File: src/rtl/ile_pkg.sv
// ----------------------------------------------------------------------------
// ile_pkg
// Shared constants, request codes, status codes and controller states for the
// indexed list engine.
// ----------------------------------------------------------------------------
package ile_pkg;

    localparam int CAPACITY_DEFAULT   = 32;
    localparam int DATA_WIDTH_DEFAULT = 32;

    localparam int KIND_W  = 3;
    localparam int INDEX_W = 7;
    localparam int VALUE_W = 32;
    localparam int STAT_W  = 2;
    localparam int LEN_W   = 6;

    localparam logic [KIND_W-1:0] KIND_APPEND  = 3'd0;
    localparam logic [KIND_W-1:0] KIND_PREPEND = 3'd1;
    localparam logic [KIND_W-1:0] KIND_INSERT  = 3'd2;
    localparam logic [KIND_W-1:0] KIND_REMOVE  = 3'd3;
    localparam logic [KIND_W-1:0] KIND_READ    = 3'd4;
    localparam logic [KIND_W-1:0] KIND_POP     = 3'd5;

    localparam logic [STAT_W-1:0] STAT_OK    = 2'd0;
    localparam logic [STAT_W-1:0] STAT_RANGE = 2'd1;
    localparam logic [STAT_W-1:0] STAT_FULL  = 2'd2;

    typedef enum logic [2:0] {
        ST_IDLE,
        ST_INSERT,
        ST_FILL,
        ST_REMOVE,
        ST_READ
    } state_t;

endpackage

File: src/rtl/ile_store.sv
// ----------------------------------------------------------------------------
// ile_store
// Entry memory: one write port and one read port, read data registered.
// ----------------------------------------------------------------------------
module ile_store #(
    parameter int DEPTH      = ile_pkg::CAPACITY_DEFAULT,
    parameter int DATA_WIDTH = ile_pkg::DATA_WIDTH_DEFAULT,
    localparam int AW        = $clog2(DEPTH)
) (
    input  logic                  clk,
    input  logic                  we,
    input  logic [AW-1:0]         waddr,
    input  logic [DATA_WIDTH-1:0] wdata,
    input  logic [AW-1:0]         raddr,
    output logic [DATA_WIDTH-1:0] rdata
);

    logic [DATA_WIDTH-1:0] mem [DEPTH];
    logic [DATA_WIDTH-1:0] rdata_reg;

    always_ff @(posedge clk)
    begin
        if (we)
        begin
            mem[waddr] <= wdata;
        end
    end

    // During a shift accesses never collide: a shift writes behind the entry it reads.
    always_ff @(posedge clk)
    begin
        rdata_reg <= mem[raddr];
    end

    assign rdata = rdata_reg;

endmodule

File: src/rtl/indexed_list_engine_unit.sv
// ----------------------------------------------------------------------------
// indexed_list_engine_unit
// Ordered list of signed values kept in one memory; inserts and removals move
// entries one per cycle through a read-modify-write sweep.
// ----------------------------------------------------------------------------
// Timing: the result strobe rises in the cycle after the accepting edge for
// adds that land at the tail, full-list and range errors, and unknown kinds;
// a read passes through the read state; any other insert moves entries up in
// the insert state, then writes the value in the fill state; remove and pop
// move entries down in the remove state, one per cycle through one write port.
// Throughput: a new request may start the cycle its result is shown.
// The receiver cannot stall; each result is valid for one cycle only.
// Reset clears the list length and the controller; memory contents stay as is.
// ----------------------------------------------------------------------------
module indexed_list_engine_unit #(
    parameter int CAPACITY   = ile_pkg::CAPACITY_DEFAULT,
    parameter int DATA_WIDTH = ile_pkg::DATA_WIDTH_DEFAULT
) (
    input  logic                        clk,
    input  logic                        rst_n,
    input  logic                        start,
    output logic                        busy,
    input  logic [ile_pkg::KIND_W-1:0]  kind,
    input  logic [ile_pkg::INDEX_W-1:0] index,
    input  logic [ile_pkg::VALUE_W-1:0] value,
    output logic                        done,
    output logic [ile_pkg::VALUE_W-1:0] read_value,
    output logic [ile_pkg::STAT_W-1:0]  status,
    output logic [ile_pkg::LEN_W-1:0]   length
);

    // Address width, count width, and a common width for index comparisons.
    localparam int AW = $clog2(CAPACITY);
    localparam int CW = $clog2(CAPACITY + 1);
    localparam int EW = CW + ile_pkg::LEN_W;
    localparam int VW = ile_pkg::VALUE_W;

    ile_pkg::state_t state_reg, state_next;

    logic [CW-1:0]          count_reg, count_next;
    logic [AW-1:0]          ptr_reg, ptr_next;
    logic [AW-1:0]          pos_reg, pos_next;
    logic [ile_pkg::KIND_W-1:0] kind_reg, kind_next;
    logic [DATA_WIDTH-1:0]  value_reg, value_next;
    logic [DATA_WIDTH-1:0]  hold_reg, hold_next;
    logic                   done_reg, done_next;
    logic [VW-1:0]          rv_reg, rv_next;
    logic [ile_pkg::STAT_W-1:0] stat_reg, stat_next;

    // Memory port signals.
    logic                  mem_we;
    logic [AW-1:0]         mem_waddr;
    logic [DATA_WIDTH-1:0] mem_wdata;
    logic [AW-1:0]         mem_raddr;
    logic [DATA_WIDTH-1:0] mem_rdata;

    ile_store #(
        .DEPTH      (CAPACITY),
        .DATA_WIDTH (DATA_WIDTH)
    ) u_store (
        .clk   (clk),
        .we    (mem_we),
        .waddr (mem_waddr),
        .wdata (mem_wdata),
        .raddr (mem_raddr),
        .rdata (mem_rdata)
    );

    // The incoming value keeps its low DATA_WIDTH bits, sign-extended if the
    // storage is wider than the port.
    logic [DATA_WIDTH+VW-1:0] value_ext;
    logic [DATA_WIDTH-1:0]    value_st;
    assign value_ext = {{DATA_WIDTH{value[VW-1]}}, value};
    assign value_st  = value_ext[DATA_WIDTH-1:0];

    // Index decoding. A negative index is out of range for remove and read,
    // and clamps to the front for insert.
    logic          idx_neg;
    logic [EW-1:0] idx_e;
    logic [EW-1:0] cnt_e;
    logic [EW-1:0] ins_e;
    logic          in_range;
    logic          full;
    logic          empty;
    logic [CW-1:0] cnt_m1;

    assign idx_neg  = index[ile_pkg::INDEX_W-1];
    assign idx_e    = EW'(index[ile_pkg::INDEX_W-2:0]);
    assign cnt_e    = EW'(count_reg);
    assign in_range = !idx_neg && (idx_e < cnt_e);
    assign full     = (count_reg == CW'(CAPACITY));
    assign empty    = (count_reg == '0);
    assign cnt_m1   = count_reg - CW'(1);

    // Append ignores the index, so it is decided before the clamping.
    always_comb
    begin
        if (kind == ile_pkg::KIND_APPEND)
        begin
            ins_e = cnt_e;
        end
        else if ((kind == ile_pkg::KIND_PREPEND) || idx_neg)
        begin
            ins_e = '0;
        end
        else if (idx_e > cnt_e)
        begin
            ins_e = cnt_e;
        end
        else
        begin
            ins_e = idx_e;
        end
    end

    // Decisions taken when a request is accepted.
    logic accept;
    logic is_place;
    logic is_take;
    logic go_insert;
    logic go_remove;
    logic go_read;

    assign accept    = start && (state_reg == ile_pkg::ST_IDLE);
    assign is_place  = (kind == ile_pkg::KIND_APPEND) || (kind == ile_pkg::KIND_PREPEND)
                       || (kind == ile_pkg::KIND_INSERT);
    assign is_take   = (kind == ile_pkg::KIND_REMOVE) || (kind == ile_pkg::KIND_READ);
    // Inserting at the end needs no shift and is written straight away.
    assign go_insert = accept && is_place && !full && (ins_e != cnt_e);
    assign go_remove = accept && (((kind == ile_pkg::KIND_REMOVE) && in_range)
                       || ((kind == ile_pkg::KIND_POP) && !empty));
    assign go_read   = accept && (kind == ile_pkg::KIND_READ) && in_range;

    // Sweep bookkeeping.
    logic [CW-1:0]        ptr_p1;
    logic                 more_up;
    logic [DATA_WIDTH-1:0] out_data;
    logic [DATA_WIDTH+VW-1:0] out_ext;

    assign ptr_p1  = CW'(ptr_reg) + CW'(1);
    assign more_up = (ptr_p1 < count_reg);
    // On the first cycle of a removal the data just read is the taken entry.
    assign out_data = (ptr_reg == pos_reg) ? mem_rdata : hold_reg;
    assign out_ext  = {{VW{out_data[DATA_WIDTH-1]}}, out_data};

    // Next state.
    always_comb
    begin
        state_next = state_reg;
        unique case (state_reg)
            ile_pkg::ST_IDLE:
            begin
                if (go_insert)
                begin
                    state_next = ile_pkg::ST_INSERT;
                end
                else if (go_remove)
                begin
                    state_next = ile_pkg::ST_REMOVE;
                end
                else if (go_read)
                begin
                    state_next = ile_pkg::ST_READ;
                end
            end
            ile_pkg::ST_INSERT:
            begin
                if (ptr_reg == pos_reg)
                begin
                    state_next = ile_pkg::ST_FILL;
                end
            end
            ile_pkg::ST_FILL:
            begin
                state_next = ile_pkg::ST_IDLE;
            end
            ile_pkg::ST_REMOVE:
            begin
                if (!more_up)
                begin
                    state_next = ile_pkg::ST_IDLE;
                end
            end
            ile_pkg::ST_READ:
            begin
                state_next = ile_pkg::ST_IDLE;
            end
            default:
            begin
                state_next = ile_pkg::ST_IDLE;
            end
        endcase
    end

    // Datapath, memory control and result.
    always_comb
    begin
        mem_we     = 1'b0;
        mem_waddr  = pos_reg;
        mem_wdata  = value_reg;
        mem_raddr  = ptr_reg;
        ptr_next   = ptr_reg;
        pos_next   = pos_reg;
        kind_next  = kind_reg;
        value_next = value_reg;
        hold_next  = hold_reg;
        count_next = count_reg;
        done_next  = 1'b0;
        rv_next    = '0;
        stat_next  = ile_pkg::STAT_OK;

        unique case (state_reg)
            ile_pkg::ST_IDLE:
            begin
                if (accept)
                begin
                    kind_next  = kind;
                    value_next = value_st;
                    if (is_place)
                    begin
                        if (full)
                        begin
                            done_next = 1'b1;
                            stat_next = ile_pkg::STAT_FULL;
                        end
                        else if (ins_e == cnt_e)
                        begin
                            mem_we     = 1'b1;
                            mem_waddr  = count_reg[AW-1:0];
                            mem_wdata  = value_st;
                            count_next = count_reg + CW'(1);
                            done_next  = 1'b1;
                        end
                        else
                        begin
                            // Start moving entries up from the tail.
                            mem_raddr = cnt_m1[AW-1:0];
                            ptr_next  = cnt_m1[AW-1:0];
                            pos_next  = ins_e[AW-1:0];
                        end
                    end
                    else if (is_take)
                    begin
                        if (!in_range)
                        begin
                            done_next = 1'b1;
                            stat_next = ile_pkg::STAT_RANGE;
                        end
                        else
                        begin
                            mem_raddr = idx_e[AW-1:0];
                            ptr_next  = idx_e[AW-1:0];
                            pos_next  = idx_e[AW-1:0];
                        end
                    end
                    else if (kind == ile_pkg::KIND_POP)
                    begin
                        if (empty)
                        begin
                            done_next = 1'b1;
                            stat_next = ile_pkg::STAT_RANGE;
                        end
                        else
                        begin
                            mem_raddr = '0;
                            ptr_next  = '0;
                            pos_next  = '0;
                        end
                    end
                    else
                    begin
                        // Unknown kinds change nothing.
                        done_next = 1'b1;
                    end
                end
            end
            ile_pkg::ST_INSERT:
            begin
                mem_we    = 1'b1;
                mem_waddr = ptr_reg + AW'(1);
                mem_wdata = mem_rdata;
                if (ptr_reg != pos_reg)
                begin
                    mem_raddr = ptr_reg - AW'(1);
                    ptr_next  = ptr_reg - AW'(1);
                end
            end
            ile_pkg::ST_FILL:
            begin
                mem_we     = 1'b1;
                mem_waddr  = pos_reg;
                mem_wdata  = value_reg;
                count_next = count_reg + CW'(1);
                done_next  = 1'b1;
            end
            ile_pkg::ST_REMOVE:
            begin
                if (ptr_reg == pos_reg)
                begin
                    hold_next = mem_rdata;
                end
                else
                begin
                    mem_we    = 1'b1;
                    mem_waddr = ptr_reg - AW'(1);
                    mem_wdata = mem_rdata;
                end
                if (more_up)
                begin
                    mem_raddr = ptr_p1[AW-1:0];
                    ptr_next  = ptr_p1[AW-1:0];
                end
                else
                begin
                    count_next = cnt_m1;
                    done_next  = 1'b1;
                    if (kind_reg == ile_pkg::KIND_POP)
                    begin
                        rv_next = out_ext[VW-1:0];
                    end
                end
            end
            ile_pkg::ST_READ:
            begin
                done_next = 1'b1;
                rv_next   = out_ext[VW-1:0];
            end
            default:
            begin
                done_next = 1'b0;
            end
        endcase
    end

    // Control state.
    always_ff @(posedge clk or negedge rst_n)
    begin
        if (!rst_n)
        begin
            state_reg <= ile_pkg::ST_IDLE;
            count_reg <= '0;
            done_reg  <= 1'b0;
        end
        else
        begin
            state_reg <= state_next;
            count_reg <= count_next;
            done_reg  <= done_next;
        end
    end

    // Payload and sweep registers.
    always_ff @(posedge clk)
    begin
        ptr_reg   <= ptr_next;
        pos_reg   <= pos_next;
        kind_reg  <= kind_next;
        value_reg <= value_next;
        hold_reg  <= hold_next;
        rv_reg    <= rv_next;
        stat_reg  <= stat_next;
    end

    // The length port shows the count after the request, kept to its low bits.
    logic [EW-1:0] len_ext;
    assign len_ext = EW'(count_reg);

    assign busy       = (state_reg != ile_pkg::ST_IDLE);
    assign done       = done_reg;
    assign read_value = rv_reg;
    assign status     = stat_reg;
    assign length     = len_ext[ile_pkg::LEN_W-1:0];

endmodule
File: config.mk
export PLATFORM = sky130hd
export DESIGN_NAME = indexed_list_engine_unit
export DESIGN_NICKNAME = d
export VERILOG_FILES = /design/src/rtl/ile_pkg.sv /design/src/rtl/ile_store.sv /design/src/rtl/indexed_list_engine_unit.sv
export SDC_FILE = /design/constraint.sdc
export NUM_CORES = 2
export LEC_CHECK = 0
export ABC_AREA = 1
export BUFFER_PORTS_ARGS = -buffer_cell sky130_fd_sc_hd__buf_2
export CAP_MARGIN = 10
export CORE_MARGIN = 10
export CORE_UTILIZATION = 35
export DETAILED_ROUTE_END_ITERATION = 7
export GPL_ROUTABILITY_DRIVEN = 0
export PLACE_DENSITY_LB_ADDON = 0.08
export SLEW_MARGIN = 5
export SYNTH_ARGS = -nofsm -noshare
export SYNTH_HDL_FRONTEND = slang
export SYNTH_SLANG_ARGS = --single-unit
File: constraint.sdc
create_clock -name clk -period 6.45 [get_ports clk]
set_input_delay 0.9675 -clock clk [delete_from_list [all_inputs] [get_ports clk]]
set_output_delay 0.9675 -clock clk [all_outputs]
set_load 0.05 [all_outputs]
# Yosys cells after proc, flatten, opt, wreduce, memory -nomap -nowiden
# Memories as Yosys holds them, arrays and structs flattened. A register that Yosys moved wholly into a read port is not among the register bits.
# Cells that the tools add are included.
# op_classes
addsub	5
magnitude_cmp	3
n_eq_ne	26
mux	72
n_reduce_logical	30
# op_table
cell	count
$mux 32	8
$mux 5	22
$pmux 32 s3	1
$pmux 32 s2	1
$mux 6	7
$pmux 5 s3	2
$mux 1	18
$pmux 6 s3	1
$mux 3	5
$ne 2x2->1 const B	7
$eq 12x6->1	1
$eq 3x2->1 const B	4
$eq 3x3->1 const B	4
$lt 6x6->1	2
$mux 12	1
$ne 12x6->1	1
$logic_and 1x1->1	10
$pmux 3 s3	1
$reduce_bool 3->1	3
$reduce_and 7->1	1
$add 5x1->6 const B	1
$add 6x1->6 const B	1
$eq 3x1->1 const B	2
$eq 6x6->1 const B	1
20 further kinds	31
# totals
ff_bits	121
ramBits	1024
out_inout_bits	42
elab_cells	147
n_memories	1
# mem_list
memory	depth	word_bits	rd	rd_clocked_by_memory_dff	wr	line_no	rtl
u_store.mem	32	32	1	1	1	ile_store.sv:18	logic [DATA_WIDTH-1:0] mem [DEPTH];

# Logic depth before layout (Yosys ltp)
# logic_depth
ltp_word	12
ltp_mapped	28
depth_no_buf	26

# Modules after synthesis
# From an unflattened synthesis, not the netlist that was laid out.
# hier_totals
cells_unflattened	4565
hier_area_um2	49859.1
# by_module_without_submodules
mod	instances	cells_each	area_each_um2
ile_store	1	3536	42405.7
indexed_list_engine_unit	1	1029	7453.4

# Least setup slack after synthesis
# Ideal clock, no wire load.
# synth_path
path_type	register -> register
startpoint	reg count_reg[2] (netlist: length[2])
endpoint	mem u_store.mem[0][0] (netlist name), enable pin
setup_ps	421
arrival_ps	4740
required_time_ps	6029
slack_ps	1289
stages_incl_launch_ff	23
period_less_slack_ps	5161
path_cell_list	dfrtp_1 > clkinv_1 > ha_1 > nand2_1 > nor2_2 > nand2_1 > nand3_2 > nand2_2 > nand2_1 > nand3_1 > nand3_1 > nand2_1 > nor2_1 > nand3_2 > nor2_1 > nand2_1 > inv_2 > a21oi_1 > o21ai_0 > o211ai_1 > a21oi_2 > nand3_1 > nor2_1
# synth_between
elab_chain_cells	12
word_cells_on_any_way	18
cone_classes	1 x order compare; 2 x eq/ne; 15 x mux
# synth_lines
element	line_no	rtl
start, declared	indexed_list_engine_unit.sv:40	logic [CW-1:0] count_reg, count_next;
start signal, assigned	indexed_list_engine_unit.sv:347	count_reg <= count_next;
$gt 6x6->1	indexed_list_engine_unit.sv:106	else if (idx_e > cnt_e)
$mux 6	indexed_list_engine_unit.sv:106	
$mux 6	indexed_list_engine_unit.sv:102	else if ((kind == ile_pkg::KIND_PREPEND) || idx_neg)
$mux 12	indexed_list_engine_unit.sv:98	if (kind == ile_pkg::KIND_APPEND)
$eq 12x6->1	indexed_list_engine_unit.sv:226	else if (ins_e == cnt_e)
$mux 1	indexed_list_engine_unit.sv:226	
$mux 1	indexed_list_engine_unit.sv:221	if (full)
$mux 1	indexed_list_engine_unit.sv:219	if (is_place)
$mux 1	indexed_list_engine_unit.sv:215	if (accept)
$pmux 1 s3	indexed_list_engine_unit.sv:212	unique case (state_reg)
$mux 1	ile_store.sv:23	if (we)
$mux 1 (not written as such)	ile_store.sv:25	mem[waddr] <= wdata;
end, declared	ile_store.sv:18	
# Several ways; a longest one is shown, not always the timed one.

# Worst setup path after layout
# layout_path
startpoint	reg count_reg[3] (netlist: length[3])
endpoint	mem u_store.mem[26][26] (netlist name), enable pin
# Same word-level chain as after synthesis.

==> flow_summary_export.csv <==
group,metric,value,unit
synth,ys_seq_area_share,70.2,%
drt,drt-vias-per-instance,5.44,
flow_run,timing.max_cap.violations,0,
synth,yosysTopAreaCellShare,66.8,%
synth,synth_edf_count,1096,
setup_path,crit_type,"reg -> reg",
setup_path,crit_path_start_kind,"flop",
clock_network,cts.sinks,1177,
clock_network,cts_made_buffers,135,
placed_design,dp_hpwl,92200,um
placed_design,port_buffers,86,
die,die_y,395,um
die,fp.dieW,395,um
synth,synth_warnings,0,
setup_path,critPathArrivalTime,5.72,ns
grt,grtUsageTotal,20.7,%
synth,synth_cell_type_count,43,
worst_hold_path,hp-class,"in -> async",
timing,min_period,5.30,ns
drt,drt_iter0_markers,2734,
synth,synth.area.top_cells,"edfxtp_1, nand3_1, nand2_1",
drt,drt.antenna.violating_nets,0,
placed_design,placed_cell_area,52600,um2
synth,yosys.area.top_type,"edfxtp_1",
clock_network,cts.path.max_buffers,3,
synth,syn_avg_cell_area,11.5,um2
run_status,status,"finished, final reports clean",
synth,yosys_register_bits,1177,
die,ios,87,
timing,layout_setup_ws,1.15,ns
die,start_util,35.2,%
timing,fmax,0.189,GHz
grt,grt_max_degree,160,
timing,skew,0.0240,ns
die,core-area,140000,um2
layout,fin_util,40.5,%
timing,period_share,82.1,%
setup_path,rr_worst_depth,23,
setup_path,worstPathMaxFanout,14,
layout,nets,4411,
synth,synth_ff_type,"edfxtp_1",
die,num_rows,137,
layout,seq_area,34600,um2
timing,rsz0062_at_grt,"no",
drt,wl_per_cell,26.2,um
drt,drc_errors,0,
layout,top_register,"u_store.mem",
die,die_area,156000,um2
timing,hold_viol,0,
timing,drv_slew,0,
drt,finalWirelength,166000,um
timing,setup_viol,0,
timing,final.setup.tns,0,ns
clock_network,cts_setup_buffers,0,
layout,n_fill_cell,13394,
layout,drive_above_1_share,11.6,%
layout,n_antenna_cell,0,
drt,detail_route.first_pass.iterations,8,
layout,syn_to_final_growth,15.0,%
clock_network,clkLatencyLatePin,0.77,ns
grt,grt_pass1_wl,243000,um
layout,final_common_cell,"nand3_1",
setup_path,cp.required,6.87,ns
synth,syn_nets,4348,
grt,first_global_vias,33498,
layout,largest_reg_flops,1024,
clock_network,cts_tree,"built",
layout,postLayoutCellArea,56600,um2
clock_network,root_buffer,"clkbuf_16",
synth,netlist_instances,4288,
drt,vias,34441,
synth,async_flop_share,0.850,%
layout,layout_common_cells,"nand3_1, edfxtp_1, nand2_1",
clock_network,cts-resized-gates,0,
timing,relSlewSlack,26.1,%
grt,gr-total-overflow,0,
clock_network,cts_hold_buffers,0,
layout,multiInputGateArea,13200,um2
placed_design,pre_cts_slack,0.932,ns
timing,worst_slew_pin_slew,1.11,ns
clock_network,clk_pin_slew_worst_paths,0.06,ns
setup_path,end_kind,"flop",
grt,antenna_found_initial,2,
synth,netlist_area,49200,um2
clock_network,htree_levels,4,
## critical path, stage by stage (launching register included)
cell and delay (ns):
dfrtp_1 0.56, inv_1 0.25, ha_1 0.36, nand2_1 0.07, nor2_2 0.12, nand2_1 0.08, nand3_2 0.14, nand2_2 0.13
nand2_1 0.08, nand3_1 0.08, nand3_1 0.09, nand2_1 0.06, nor2_1 0.13, nand3_2 0.18, nor2_1 0.23, nand2_2 0.18
inv_2 0.14, o21ai_0 0.09, nand3_1 0.07, o21ai_0 0.14, nor2_1 0.19, nand2_1 0.48, nor2_4 0.66, buf_4 0.40
## path summary, 6_finish.rpt
kind | from | slack (ns) | end
max in group asynchronous | rst_n | 6.15 | length[4]
min in group clk | value[29] | 0.40 | value_reg[29]
min reg2reg | hold_reg[14] | 0.55 | hold_reg[14]
min | rst_n | 0.07 | length[3]
max reg2reg | length[3] | 1.15 | u_store.mem[26][26]
max | length[3] | 1.15 | u_store.mem[26][26]
## per-layer routing
metal  GRT usage, %  up-vias  share of wire, %
met5              0        -                 0
met4           6.26        0               2.7
met3           2.60      229               4.4
met2           33.5      918                47
met1           28.9    17579                45
li1               -    15715                 -
## per-stage QoR
stage | cells | hold WS [ns]
detailed placement | 6090 | 0.537
global placement | 6090 | 0.540
CTS | 6330 | 0.0266
global route | 6330 | 0.0636
finish | 6330 | 0.0735
floorplan | 4288 | 0.516
## layout make-up
type | instances | share of cell area, %
Sequential cell | 1177 | 61.1
Multi-Input combinational cell | 2661 | 23.3
Clock buffer | 188 | 6.47
Tap cell | 1876 | 4.15
Timing Repair Buffer | 242 | 3.45
Inverter | 134 | 0.891
Clock inverter | 52 | 0.674
## synth_stat cells (2+ instances only)
library cell,number
a22oi_1,33
clkinv_1,3
ha_1,15
o211ai_1,11
o22ai_1,5
xor2_1,11
nor3_1,9
nor2_2,5
o2111ai_1,4
a21oi_1,86
dfxtp_1,71
o21ai_0,97
nand3_2,3
buf_4,8
a221oi_1,3
inv_1,120
a21oi_2,2
or2_2,2
clkbuf_1,100
nand4_1,5
nor2_1,71
a31oi_1,5
edfxtp_1,1096
dfrtp_1,10
inv_2,11
xnor2_1,2
o21ai_1,6
buf_2,193
nand2_1,764
nand2_2,3
buf_1,15
o21a_1,2
nand3_1,1506
nor2_4,2
## cells by family (layout without fill, tap and decap cells)
family                   Yosys count  in the layout  share of synthesized area [%]
buffers and inverters            450            616                           3.98
flip-flops                      1177           1177                           70.2
XOR/XNOR                          13             13                          0.231
adder cells (fa/ha/maj)           15             15                          0.381
AO/OA/AOI/OAI                    259            259                           3.02
AND/OR/NAND/NOR                 2374           2374                           22.1
Power is not shown: default switching activity piles up to over one toggle a cycle in this logic, so the estimate is an artifact.
